===== src/rbb_pkg.sv =====
// ----------------------------------------------------------------------------
// rbb_pkg
// shared constants, types and codes of the row box blur
// ----------------------------------------------------------------------------
package rbb_pkg;

    localparam int MAX_RADIUS   = 31;
    localparam int MAX_WIDTH    = 4096;
    localparam int CHANNEL_BITS = 16;

    localparam int WIN_DEPTH = 2 * MAX_RADIUS + 1;
    localparam int WIN_AW    = $clog2(WIN_DEPTH);
    localparam int PIX_BITS  = 3 * CHANNEL_BITS;
    localparam int RAD_BITS  = 5;
    localparam int SIZE_BITS = 13;
    localparam int COL_BITS  = $clog2(MAX_WIDTH);
    localparam int DIV_BITS  = $clog2(WIN_DEPTH + 1);
    localparam int SUM_BITS  = CHANNEL_BITS + DIV_BITS;
    localparam int K_BITS    = COL_BITS + 2;
    localparam int CNT_BITS  = $clog2(SUM_BITS);
    localparam int REG_BITS  = 2;

    typedef enum logic [REG_BITS-1:0] {
        REG_RADIUS,
        REG_ROW_WIDTH,
        REG_IMAGE_HEIGHT
    } reg_idx_t;

    typedef struct packed {
        logic [RAD_BITS-1:0] radius;
        logic [COL_BITS-1:0] wm1;
        logic [COL_BITS-1:0] hm1;
    } cfg_t;

    typedef struct packed {
        logic [PIX_BITS-1:0] pixel;
        logic [COL_BITS-1:0] col;
        logic [WIN_AW-1:0]   addr;
        logic                has_emit;
        logic [COL_BITS-1:0] j_first;
        logic [COL_BITS-1:0] j_last;
        logic                frame_done;
    } job_t;

    typedef enum logic [2:0] {
        BK_IDLE,
        BK_SUM,
        BK_TAIL,
        BK_DIV,
        BK_OUT
    } back_state_t;

endpackage


===== src/rbb_ram.sv =====
// ----------------------------------------------------------------------------
// rbb_ram
// generic single write, single read ram with registered read data
// ----------------------------------------------------------------------------
module rbb_ram #(
    parameter int WIDTH = 8,
    parameter int DEPTH = 16
) (
    input  logic                     aclk,
    input  logic                     we,
    input  logic [$clog2(DEPTH)-1:0] waddr,
    input  logic [WIDTH-1:0]         wdata,
    input  logic [$clog2(DEPTH)-1:0] raddr,
    output logic [WIDTH-1:0]         rdata
);

    logic [WIDTH-1:0] mem [DEPTH];
    logic [WIDTH-1:0] rdata_reg;

    always_ff @(posedge aclk) begin
        if (we) begin
            mem[waddr] <= wdata;
        end
        rdata_reg <= mem[raddr];
    end

    assign rdata = rdata_reg;

endmodule


===== src/rbb_front.sv =====
// ----------------------------------------------------------------------------
// rbb_front
// tracks column and row, classifies each pixel into a job for the back end
// ----------------------------------------------------------------------------
module rbb_front import rbb_pkg::*; (
    input  logic                aclk,
    input  logic                aresetn,
    input  cfg_t                cfg,
    input  logic                s_valid,
    output logic                s_ready,
    input  logic [PIX_BITS-1:0] s_pixel,
    input  logic                q_full,
    output logic                q_push,
    output job_t                q_job
);

    logic [COL_BITS-1:0] col_reg, col_next;
    logic [COL_BITS-1:0] row_reg, row_next;
    logic [WIN_AW-1:0]   addr_reg, addr_next;
    logic                row_end;
    logic                frame_done;
    logic                col_ge_r;
    logic [COL_BITS-1:0] r_ext;

    assign s_ready    = !q_full;
    assign q_push     = s_valid && !q_full;
    assign r_ext      = COL_BITS'(cfg.radius);
    assign row_end    = col_reg >= cfg.wm1;
    assign frame_done = row_reg >= cfg.hm1;
    assign col_ge_r   = col_reg >= r_ext;

    always_comb begin
        q_job.pixel      = s_pixel;
        q_job.col        = col_reg;
        q_job.addr       = addr_reg;
        q_job.has_emit   = row_end || col_ge_r;
        q_job.j_first    = col_ge_r ? col_reg - r_ext : '0;
        q_job.j_last     = row_end ? col_reg : col_reg - r_ext;
        q_job.frame_done = row_end && frame_done;

        col_next  = col_reg;
        row_next  = row_reg;
        addr_next = addr_reg;
        if (q_push) begin
            if (row_end) begin
                col_next  = '0;
                addr_next = '0;
                row_next  = frame_done ? '0 : row_reg + 1'b1;
            end else begin
                col_next  = col_reg + 1'b1;
                addr_next = (addr_reg == WIN_AW'(WIN_DEPTH - 1)) ? '0 : addr_reg + 1'b1;
            end
        end
    end

    always_ff @(posedge aclk) begin
        if (!aresetn) begin
            col_reg  <= '0;
            row_reg  <= '0;
            addr_reg <= '0;
        end else begin
            col_reg  <= col_next;
            row_reg  <= row_next;
            addr_reg <= addr_next;
        end
    end

endmodule


===== src/rbb_queue.sv =====
// ----------------------------------------------------------------------------
// rbb_queue
// two entry job queue between front and back end
// ----------------------------------------------------------------------------
module rbb_queue import rbb_pkg::*; (
    input  logic aclk,
    input  logic aresetn,
    input  logic push,
    input  job_t push_job,
    output logic full,
    input  logic pop,
    output job_t pop_job,
    output logic empty
);

    job_t       entry_reg [2];
    logic       wr_ptr_reg, wr_ptr_next;
    logic       rd_ptr_reg, rd_ptr_next;
    logic [1:0] count_reg, count_next;

    assign full    = count_reg == 2'd2;
    assign empty   = count_reg == 2'd0;
    assign pop_job = entry_reg[rd_ptr_reg];

    always_comb begin
        wr_ptr_next = push ? !wr_ptr_reg : wr_ptr_reg;
        rd_ptr_next = pop ? !rd_ptr_reg : rd_ptr_reg;
        count_next  = count_reg + {1'b0, push} - {1'b0, pop};
    end

    always_ff @(posedge aclk) begin
        if (push) begin
            entry_reg[wr_ptr_reg] <= push_job;
        end
        if (!aresetn) begin
            wr_ptr_reg <= 1'b0;
            rd_ptr_reg <= 1'b0;
            count_reg  <= '0;
        end else begin
            wr_ptr_reg <= wr_ptr_next;
            rd_ptr_reg <= rd_ptr_next;
            count_reg  <= count_next;
        end
    end

endmodule


===== src/rbb_back.sv =====
// ----------------------------------------------------------------------------
// rbb_back
// stores pixels, sums each window from the pixel ram, divides, sends results
// ----------------------------------------------------------------------------
module rbb_back import rbb_pkg::*; (
    input  logic                aclk,
    input  logic                aresetn,
    input  cfg_t                cfg,
    input  logic                q_empty,
    output logic                q_pop,
    input  job_t                q_job,
    output logic                m_valid,
    input  logic                m_ready,
    output logic [PIX_BITS-1:0] m_pixel,
    output logic                m_last,
    output logic                m_frame_end
);

    back_state_t state_reg, state_next;
    job_t                job_reg, job_next;
    logic [PIX_BITS-1:0] first_reg, first_next;
    logic [COL_BITS-1:0] j_reg, j_next;
    logic signed [K_BITS-1:0] k_reg, k_next;
    logic [DIV_BITS-1:0] term_reg, term_next;
    logic                rd_valid_reg, rd_valid_next;
    logic                use_first_reg, use_first_next;
    logic [SUM_BITS-1:0] acc_reg [3];
    logic [SUM_BITS-1:0] acc_next [3];
    logic [SUM_BITS-1:0] acc_sum [3];
    logic [DIV_BITS-1:0] rem_reg [3];
    logic [DIV_BITS-1:0] rem_next [3];
    logic [SUM_BITS-1:0] quo_reg [3];
    logic [SUM_BITS-1:0] quo_next [3];
    logic [DIV_BITS:0]   rem_shift [3];
    logic                rem_ge [3];
    logic [CNT_BITS-1:0] div_cnt_reg, div_cnt_next;
    logic                out_valid_reg, out_valid_next;
    logic [PIX_BITS-1:0] out_pixel_reg, out_pixel_next;
    logic                out_last_reg, out_last_next;
    logic                out_fend_reg, out_fend_next;
    logic                out_load;

    logic                ram_we;
    logic [WIN_AW-1:0]   ram_raddr;
    logic [PIX_BITS-1:0] ram_rdata;

    logic [DIV_BITS-1:0] divisor;
    logic [DIV_BITS-1:0] two_r;
    logic signed [K_BITS-1:0] r_k;
    logic signed [K_BITS-1:0] col_k;
    logic [COL_BITS-1:0] pos;
    logic [WIN_AW-1:0]   diff;
    logic [WIN_AW:0]     addr_wide;
    logic [PIX_BITS-1:0] term_pix;
    logic signed [K_BITS-1:0] k_start_next;

    rbb_ram #(
        .WIDTH (PIX_BITS),
        .DEPTH (WIN_DEPTH)
    ) u_win_ram (
        .aclk  (aclk),
        .we    (ram_we),
        .waddr (q_job.addr),
        .wdata (q_job.pixel),
        .raddr (ram_raddr),
        .rdata (ram_rdata)
    );

    assign two_r   = {cfg.radius, 1'b0};
    assign divisor = {cfg.radius, 1'b1};
    assign r_k     = $signed({{(K_BITS-RAD_BITS){1'b0}}, cfg.radius});
    assign col_k   = $signed({2'b00, job_reg.col});

    // clamped position and its ram address, relative to the job's column
    always_comb begin
        pos       = (k_reg > col_k) ? job_reg.col : k_reg[COL_BITS-1:0];
        diff      = WIN_AW'(job_reg.col - pos);
        addr_wide = ({1'b0, job_reg.addr} >= {1'b0, diff})
                  ? {1'b0, job_reg.addr} - {1'b0, diff}
                  : {1'b0, job_reg.addr} + (WIN_AW+1)'(WIN_DEPTH) - {1'b0, diff};
        ram_raddr = addr_wide[WIN_AW-1:0];
        term_pix  = use_first_reg ? first_reg : ram_rdata;
        for (int ch = 0; ch < 3; ch++) begin
            acc_sum[ch]   = acc_reg[ch]
                          + SUM_BITS'(term_pix[ch*CHANNEL_BITS +: CHANNEL_BITS]);
            rem_shift[ch] = {rem_reg[ch], quo_reg[ch][SUM_BITS-1]};
            rem_ge[ch]    = rem_shift[ch] >= {1'b0, divisor};
        end
        k_start_next = $signed({2'b00, j_reg + 1'b1}) - r_k;
    end

    assign out_load = (state_reg == BK_OUT) && (!out_valid_reg || m_ready);

    always_comb begin
        state_next     = state_reg;
        job_next       = job_reg;
        first_next     = first_reg;
        j_next         = j_reg;
        k_next         = k_reg;
        term_next      = term_reg;
        rd_valid_next  = 1'b0;
        use_first_next = use_first_reg;
        div_cnt_next   = div_cnt_reg;
        acc_next       = acc_reg;
        rem_next       = rem_reg;
        quo_next       = quo_reg;
        q_pop          = 1'b0;
        ram_we         = 1'b0;
        out_valid_next = out_valid_reg && !m_ready;
        out_pixel_next = out_pixel_reg;
        out_last_next  = out_last_reg;
        out_fend_next  = out_fend_reg;

        unique case (state_reg)
            BK_IDLE: begin
                if (!q_empty) begin
                    q_pop    = 1'b1;
                    ram_we   = 1'b1;
                    job_next = q_job;
                    if (q_job.col == '0) begin
                        first_next = q_job.pixel;
                    end
                    if (q_job.has_emit) begin
                        j_next     = q_job.j_first;
                        k_next     = $signed({2'b00, q_job.j_first}) - r_k;
                        term_next  = two_r;
                        for (int ch = 0; ch < 3; ch++) acc_next[ch] = '0;
                        state_next = BK_SUM;
                    end
                end
            end
            BK_SUM: begin
                rd_valid_next  = 1'b1;
                use_first_next = k_reg <= 0;
                if (rd_valid_reg) begin
                    acc_next = acc_sum;
                end
                k_next    = k_reg + 1'b1;
                term_next = term_reg - 1'b1;
                if (term_reg == '0) begin
                    state_next = BK_TAIL;
                end
            end
            BK_TAIL: begin
                for (int ch = 0; ch < 3; ch++) begin
                    quo_next[ch] = acc_sum[ch];
                    rem_next[ch] = '0;
                end
                div_cnt_next = '0;
                state_next   = BK_DIV;
            end
            BK_DIV: begin
                for (int ch = 0; ch < 3; ch++) begin
                    rem_next[ch] = rem_ge[ch]
                                 ? DIV_BITS'(rem_shift[ch] - {1'b0, divisor})
                                 : rem_shift[ch][DIV_BITS-1:0];
                    quo_next[ch] = {quo_reg[ch][SUM_BITS-2:0], rem_ge[ch]};
                end
                div_cnt_next = div_cnt_reg + 1'b1;
                if (div_cnt_reg == CNT_BITS'(SUM_BITS - 1)) begin
                    state_next = BK_OUT;
                end
            end
            BK_OUT: begin
                if (out_load) begin
                    out_valid_next = 1'b1;
                    for (int ch = 0; ch < 3; ch++) begin
                        out_pixel_next[ch*CHANNEL_BITS +: CHANNEL_BITS] =
                            quo_reg[ch][CHANNEL_BITS-1:0];
                    end
                    out_last_next = j_reg == job_reg.j_last;
                    out_fend_next = (j_reg == job_reg.j_last) && job_reg.frame_done;
                    if (j_reg == job_reg.j_last) begin
                        state_next = BK_IDLE;
                    end else begin
                        j_next     = j_reg + 1'b1;
                        k_next     = k_start_next;
                        term_next  = two_r;
                        for (int ch = 0; ch < 3; ch++) acc_next[ch] = '0;
                        state_next = BK_SUM;
                    end
                end
            end
            default: begin
                state_next = BK_IDLE;
            end
        endcase
    end

    always_ff @(posedge aclk) begin
        job_reg        <= job_next;
        j_reg          <= j_next;
        k_reg          <= k_next;
        term_reg       <= term_next;
        use_first_reg  <= use_first_next;
        div_cnt_reg    <= div_cnt_next;
        acc_reg        <= acc_next;
        rem_reg        <= rem_next;
        quo_reg        <= quo_next;
        out_pixel_reg  <= out_pixel_next;
        out_last_reg   <= out_last_next;
        out_fend_reg   <= out_fend_next;
        if (!aresetn) begin
            state_reg     <= BK_IDLE;
            rd_valid_reg  <= 1'b0;
            out_valid_reg <= 1'b0;
            first_reg     <= '0;
        end else begin
            state_reg     <= state_next;
            rd_valid_reg  <= rd_valid_next;
            out_valid_reg <= out_valid_next;
            first_reg     <= first_next;
        end
    end

    assign m_valid     = out_valid_reg;
    assign m_pixel     = out_pixel_reg;
    assign m_last      = out_last_reg;
    assign m_frame_end = out_fend_reg;

    a_div_count: assert property (@(posedge aclk) disable iff (!aresetn)
        state_reg == BK_DIV |-> div_cnt_reg < CNT_BITS'(SUM_BITS))
        else $error("divider step count out of range");

    a_frame_end_last: assert property (@(posedge aclk) disable iff (!aresetn)
        m_valid && m_frame_end |-> m_last)
        else $error("frame end without run last");

    a_pop_idle: assert property (@(posedge aclk) disable iff (!aresetn)
        q_pop |-> state_reg == BK_IDLE && !q_empty)
        else $error("job popped outside idle");

    a_tail_after_sum: assert property (@(posedge aclk) disable iff (!aresetn)
        state_reg == BK_TAIL |-> $past(state_reg) == BK_SUM && rd_valid_reg)
        else $error("window sum tail without pending read");

endmodule


===== src/row_box_blur_clamped.sv =====
// ----------------------------------------------------------------------------
// row_box_blur_clamped
// row box blur with edge replication on a stream of rgb pixels
// ----------------------------------------------------------------------------
// channel  direction  tdata (low bit up)          tlast     tuser
// s_axis   in         red, green, blue            -         -
// m_axis   out        red, green, blue            run last  frame end
// cfg      in         index 0 radius, 1 row_width, 2 image_height
//
// a pixel that causes no result is taken in the back end's idle state
// each result takes 2r+1 window reads, a tail step, 22 divider steps and an
// output step that can wait on the receiver, the first also the idle pop of its pixel
// the window sum reads the pixel ram one entry per cycle
// synchronous active low reset, no clearing pass
// a two entry job queue lets input run ahead while results are stalled
// ----------------------------------------------------------------------------
module row_box_blur_clamped import rbb_pkg::*; (
    input  logic                 aclk,
    input  logic                 aresetn,
    input  logic                 cfg_wr_en,
    input  logic [REG_BITS-1:0]  cfg_wr_index,
    input  logic [SIZE_BITS-1:0] cfg_wr_data,
    input  logic                 s_axis_tvalid,
    output logic                 s_axis_tready,
    input  logic [PIX_BITS-1:0]  s_axis_tdata,  // red_in, green_in, blue_in
    output logic                 m_axis_tvalid,
    input  logic                 m_axis_tready,
    output logic [PIX_BITS-1:0]  m_axis_tdata,  // red_out, green_out, blue_out
    output logic                 m_axis_tlast,
    output logic                 m_axis_tuser   // frame_end
);

    logic [RAD_BITS-1:0]  radius_reg;
    logic [SIZE_BITS-1:0] row_width_reg;
    logic [SIZE_BITS-1:0] image_height_reg;
    cfg_t                 cfg;
    logic                 q_full, q_empty, q_push, q_pop;
    job_t                 push_job, pop_job;

    always_ff @(posedge aclk) begin
        if (!aresetn) begin
            radius_reg       <= RAD_BITS'(1);
            row_width_reg    <= SIZE_BITS'(640);
            image_height_reg <= SIZE_BITS'(480);
        end else if (cfg_wr_en) begin
            unique case (reg_idx_t'(cfg_wr_index))
                REG_RADIUS:       radius_reg       <= cfg_wr_data[RAD_BITS-1:0];
                REG_ROW_WIDTH:    row_width_reg    <= cfg_wr_data;
                REG_IMAGE_HEIGHT: image_height_reg <= cfg_wr_data;
                default: ;
            endcase
        end
    end

    always_comb begin
        cfg.radius = (radius_reg > RAD_BITS'(MAX_RADIUS)) ? RAD_BITS'(MAX_RADIUS) : radius_reg;
        if (row_width_reg == '0) begin
            cfg.wm1 = '0;
        end else if (row_width_reg > SIZE_BITS'(MAX_WIDTH)) begin
            cfg.wm1 = COL_BITS'(MAX_WIDTH - 1);
        end else begin
            cfg.wm1 = COL_BITS'(row_width_reg - 1'b1);
        end
        if (image_height_reg == '0) begin
            cfg.hm1 = '0;
        end else if (image_height_reg > SIZE_BITS'(MAX_WIDTH)) begin
            cfg.hm1 = COL_BITS'(MAX_WIDTH - 1);
        end else begin
            cfg.hm1 = COL_BITS'(image_height_reg - 1'b1);
        end
    end

    rbb_front u_front (
        .aclk    (aclk),
        .aresetn (aresetn),
        .cfg     (cfg),
        .s_valid (s_axis_tvalid),
        .s_ready (s_axis_tready),
        .s_pixel (s_axis_tdata),
        .q_full  (q_full),
        .q_push  (q_push),
        .q_job   (push_job)
    );

    rbb_queue u_queue (
        .aclk     (aclk),
        .aresetn  (aresetn),
        .push     (q_push),
        .push_job (push_job),
        .full     (q_full),
        .pop      (q_pop),
        .pop_job  (pop_job),
        .empty    (q_empty)
    );

    rbb_back u_back (
        .aclk        (aclk),
        .aresetn     (aresetn),
        .cfg         (cfg),
        .q_empty     (q_empty),
        .q_pop       (q_pop),
        .q_job       (pop_job),
        .m_valid     (m_axis_tvalid),
        .m_ready     (m_axis_tready),
        .m_pixel     (m_axis_tdata),
        .m_last      (m_axis_tlast),
        .m_frame_end (m_axis_tuser)
    );

endmodule


===== config.mk =====
export PLATFORM = sky130hd
export DESIGN_NAME = row_box_blur_clamped
export DESIGN_NICKNAME = d
export VERILOG_FILES = /design/src/rbb_pkg.sv /design/src/rbb_ram.sv /design/src/rbb_front.sv /design/src/rbb_queue.sv /design/src/rbb_back.sv /design/src/row_box_blur_clamped.sv
export SDC_FILE = /design/constraint.sdc
export NUM_CORES = 2
export LEC_CHECK = 0
export BUFFER_PORTS_ARGS = -buffer_cell sky130_fd_sc_hd__buf_2
export CAP_MARGIN = 15
export CORE_MARGIN = 2
export CORE_UTILIZATION = 39
export CTS_CLUSTER_SIZE = 25
export DETAILED_ROUTE_END_ITERATION = 6
export PLACE_DENSITY = 0.54
export REMOVE_ABC_BUFFERS = 1
export SETUP_SLACK_MARGIN = 0.5
export SLEW_MARGIN = 20
export SYNTH_ARGS = -nofsm -noshare
export SYNTH_HDL_FRONTEND = slang
export SYNTH_HIERARCHICAL = 1
export SYNTH_SLANG_ARGS = --single-unit
export TNS_END_PERCENT = 5

===== constraint.sdc =====
create_clock -name aclk -period 8.9 [get_ports aclk]
set_clock_uncertainty 0.15 [all_clocks]
set_input_delay 0.445 -clock aclk [delete_from_list [all_inputs] [get_ports aclk]]
set_output_delay 0.445 -clock aclk [all_outputs]
set_load 0.01 [all_outputs]

### After elaboration in Yosys (flattened, before gate mapping)

Memories as Yosys holds them, arrays and structs flattened. A register that Yosys moved wholly into a read port is not among the register bits.
Index checks and enable logic that the tools add are counted.
W data, S select, Z words.

* add/sub/neg operators: 24
* order comparisons: 12
* equality and inequality tests: 17
* muxes and demuxes: 59
* bitwise gates (word level): 1
* reduce and logical (&&, ||, !) cells: 33

Operators by type and width (number)
* $mux W66: 5
* $pmux W66 S3: 1
* $mux W12: 12
* $pmux W66 S2: 1
* $add A22 B16 Y22: 3
* $mux W6: 11
* $mux W14: 4
* $mux W48: 1
* $pmux W14 S3: 1
* $add A12 B1 Y12 const B: 3
* $pmux W18 S2: 1
* $sub A6 B6 Y6: 6
* $gt A13 B13 Y1 const B: 2
* $logic_not A13 Y1: 2
* $sub A12 B5 Y13: 2
* $ge A12 B12 Y1: 2
* $pmux W12 S2: 1
* $sub A12 B1 Y12 const B: 2
* $ge A7 B6 Y1: 3
* $pmux W6 S3: 1
* $mux W3: 5
* $pmux W3 S5: 1
* $reduce_and A5 Y1: 3
* $add A14 B1 Y14 const B: 1
* 38 further kinds: 72

* flip-flop bits (word level): 387
* memory bits (writable): 3208
* bits of input ports: 68
* word-level logic and storage cells: 182
* memories: 2

Memories
* u_back.u_win_ram.mem: depth 63, width 48, rd ports 1, clocked after memory_dff 1, wr ports 1, line rbb_ram.sv:17 `logic [WIDTH-1:0] mem [DEPTH];`
* u_queue.entry_reg: depth 2, width 92, rd ports 1, clocked after memory_dff 1, wr ports 1, line rbb_queue.sv:16 `job_t entry_reg [2];`

### Logic depth before layout (Yosys ltp)

* word-level depth: 6
* gate-level depth with buffers: 31

### Hierarchy

Netlist, hierarchy kept.

Modules (own cells, without submodules)
* rbb_ram: times used 1, cells an instance 5289, area an instance 117874.3 um2
* rbb_back: times used 1, cells an instance 1732, area an instance 18206.2 um2
* rbb_queue: times used 1, cells an instance 307, area an instance 7263.2 um2
* rbb_front: times used 1, cells an instance 398, area an instance 2989.1 um2
* row_box_blur_clamped: times used 1, cells an instance 270, area an instance 2023.2 um2

### Worst setup path before layout

OpenSTA, ideal clock, no wires.

* kind: reg-to-reg
* from: register u_back.state_reg[2]
* to: memory u_back/u_win_ram/mem[34][0] in the netlist's numbering, enable pin
* arrival: 8395 ps
* data required time: 8237 ps
* slack: -157 ps
* cell stages (with the launch flop): 5
* buffers on the path: 1
* cells stage by stage: dfxtp_1 > clkbuf_1 > nor4_1 > nand4_1 > nor3_1

* cells in the longest elaborated chain, start to end: 4

RTL lines
* from (decl): line rbb_back.sv:19 `back_state_t state_reg, state_next;`
* from (signal assigned): line rbb_back.sv:209 `state_reg <= state_next;`
* $logic_not A3 Y1
* $mux W1
* net q_pop: line row_box_blur_clamped.sv:37 `logic q_full, q_empty, q_push, q_pop;`
* $mux W1: line rbb_ram.sv:21 `if (we) begin`
* $mux W1 (implied by the code): line rbb_ram.sv:22 `mem[waddr] <= wdata;`
* to (decl): line rbb_ram.sv:17

The timed path passes the listed nets, and every way through them passes these cells.

### Final worst setup path

* from: register u_back.job_reg (netlist bit u_back/col_k[1])
* to: register u_back.u_win_ram.rdata_reg[10] (netlist: u_back/u_win_ram/rdata[10]), read port of u_back.u_win_ram.mem

* cells in the longest elaborated chain, start to end: 5

RTL lines
* from (decl): line rbb_back.sv:20 `job_t job_reg, job_next;`
* from (signal assigned): line rbb_back.sv:191 `job_reg <= job_next;`
* $gt A14 B13 Y1: line rbb_back.sv:76 `pos = (k_reg > col_k) ? job_reg.col : k_reg[COL_BITS-1:0];`
* $mux W6: line rbb_back.sv:76
* $sub A6 B6 Y6 *: line rbb_back.sv:77 `diff = WIN_AW'(job_reg.col - pos);`
* $sub A6 B6 Y6 (tied with other cells): line rbb_back.sv:80 `: {1'b0, job_reg.addr} + (WIN_AW+1)'(WIN_DEPTH) - {1'b0, diff};`
* $mux W6 *: line rbb_back.sv:79 `? {1'b0, job_reg.addr} - {1'b0, diff}`
* net u_back.addr_wide[5]: line rbb_back.sv:53 `logic [WIN_AW:0] addr_wide;`
* to (decl): line rbb_ram.sv:18 `logic [WIDTH-1:0] rdata_reg;`

Mark *: on every way through the listed nets, which the timed path passes. The rest lies on a longest branch.
A chain may end at the register's enable or synchronous reset.

==> results.json <==
{
  "core_um2": 379000,
  "rows": 226,
  "grt_pass1_vias": 79300,
  "hp-class": "primary input to flop",
  "cp.arrival_ns": 9.02,
  "required_ns": 9.51,
  "largest_reg_flops": 3024,
  "ant_nets": 0,
  "crit_start": "u_back/col_k[1]",
  "critical_path_class": "flop to flop",
  "timing.fmax_ghz": 0.119,
  "grt_pass1_wl_um": 600000,
  "async_flop_share_pct": 0,
  "yosysTopAreaCell": "edfxtp_1",
  "cp_common_cell": "a21oi_1",
  "tritoncts": "done",
  "overflow": 0,
  "port_buffers": 119,
  "clk_latency_ns": 0.97,
  "tightest_slew_ns": 1.24,
  "num_vias": 79200,
  "finalMaxSlewViolations": 0,
  "hold_viol": 0,
  "maxCapViolCount": 0,
  "initial_core_util_pct": 39.2,
  "max_stage_delay_ns": 0.94,
  "synth_seq_cells": 3644,
  "syn_to_final_growth_pct": 14.2,
  "syn_area_um2": 148000,
  "final.setup.tns_ns": 0,
  "place_congestion": 0.809,
  "slowest_stage": "a32oi_1",
  "status": "finished, final reports clean",
  "root_buffer": "clkbuf_16",
  "dp_hpwl_um": 251000,
  "slew_headroom_pct": 16.8,
  "yosysMostFrequentCell": "edfxtp_1",
  "hp-start": "s_axis_tdata[25]",
  "fin_area_um2": 169000,
  "grt_max_degree": 72,
  "yosysSeqAreaShare_pct": 72.6,
  "placed_area_um2": 156000,
  "synth.avg_cell_area_um2": 18.6,
  "clockBufferDepth": 4,
  "period_share_pct": 94.4,
  "rsz0062_at_grt": "true",
  "first_pass_iters": 5,
  "wire_per_inst_um": 30.8,
  "grt_antenna_before_repair": 29,
  "ys.flop_type": "edfxtp_1",
  "cts.clk_slew.worst_paths_ns": 0.06,
  "cts_sinks": 3644,
  "fin_nets": 8676,
  "yosysTopAreaCellShare_pct": 70.4,
  "first_iter_violations": 8826,
  "io_pins": 120,
  "ys_types": 93,
  "synthCells": 7996,
  "synth_edf_count": 3477,
  "timing.rr.start": "u_back/col_k[1]",
  "cts_max_level": 5,
  "worstPathMaxFanout": 11,
  "startpoint_type": "flop",
  "fin_crit_ns": 8.40,
  "dieWidth_um": 621,
  "yosys-top-cells-count": "edfxtp_1 (3477), mux4_2 (649), nand2_1 (454)",
  "drt_wl_total_um": 425000,
  "viasPerCell": 5.74,
  "critPathCaptureType": "flop",
  "cts_made_buffers": 379,
  "drc_errors": 0,
  "die-area_um2": 385000,
  "fin_util_pct": 44.7,
  "die-height_um": 621,
  "ys.warnings.count": 6,
  "drive_gt1_share_pct": 23.1,
  "setup_viol": 0,
  "yosys-top-cells-area": "edfxtp_1 (70%), mux4_2 (9.9%), mux2i_1 (2.5%)",
  "track_usage_pct": 21.8
}
[routing by layer]
| layer | global-route usage (%) | wire length, um | up-vias |
|---|---|---|---|
| met2 | 36.0 | 205000 | 2727 |
| met1 | 30.7 | 182000 | 42800 |
| met5 | 0 | 39 | - |
| met4 | 4.77 | 9290 | 6 |
| met3 | 3.27 | 29000 | 483 |
| li1 | - | - | 33100 |
[through the flow]
stage	hold slack, ns	worst slack [ns]	cells
final	0.0716	0.496	13800
after global placement	0.287	0.390	13000
after detailed placement	0.284	0.543	13000
after global routing	0.0405	0.217	13800
after floorplan	0.276	-64.95	7517
after CTS	0.000389	0.535	13800
[kinds of logic after synthesis]
| group | synth area share (%) |
|---|---|
| buffers and inverters | 2.35 |
| XOR/XNOR | 0.977 |
| AO/OA/AOI/OAI | 4.46 |
| multiplexers | 14.2 |
| flip-flops | 72.6 |
| adder cells (fa/ha/maj) | 1.44 |
| AND/OR/NAND/NOR | 3.92 |
[cells in the final DEF, fill, tap and decap left out, types with 85 or more instances in the layout]
cell | netlist | final
a21oi_1 | 208 | 207
buf_2 | 92 | 118
buf_4 | 111 | 301
clkbuf_16 | 0 | 382
dfxtp_1 | 167 | 166
edfxtp_1 | 3477 | 3477
ha_1 | 146 | 146
inv_1 | 107 | 107
mux2_2 | 138 | 138
mux2i_1 | 372 | 371
mux4_2 | 649 | 649
nand2_1 | 454 | 452
nand3_1 | 100 | 100
nor2_1 | 272 | 210
o21ai_0 | 165 | 165
xnor2_1 | 87 | 85
[worst paths after layout]
check	cells past startpoint	slack [ns]	endpoint
setup reg to reg	26	0.50	u_back/u_win_ram/rdata[10]
hold / removal	2	0.07	u_queue/entry_reg[1][69]
hold reg to reg	0	0.30	u_back/m_pixel[10]
setup / recovery	26	0.50	u_back/u_win_ram/rdata[10]
[repair_timing]
item | 4_1_cts | 5_1_grt
endpoints found under the setup margin | 0 | 12
hold endpoints to repair | 142 | 0
gates resized for setup | 0 | 1
hold buffers | 78 | 0
setup buffers | 0 | 0
[layout make-up]
type	count	area [um^2]
diodes	11	27.5
clock buffers	480	10100
clock inverters	221	2350
fillers	32400	209000
inverters	109	417
multi-input cells	3764	37800
flip-flops and latches	3644	108000
well taps	5016	6280
repair buffers	552	4740
[critical path, delay by kind of cell, from the launching register on]
family | cells | cell delay, ns
compound gates | 16 | 4.35
fa+ha+maj | 3 | 0.93
simple gates | 2 | 0.92
xor+xnor | 2 | 0.80
flops | 1 | 0.46
mux | 1 | 0.30
buf+inv | 2 | 0.28
Power is not shown: default switching activity piles up to over one toggle a cycle in this logic, so the estimate is an artifact.
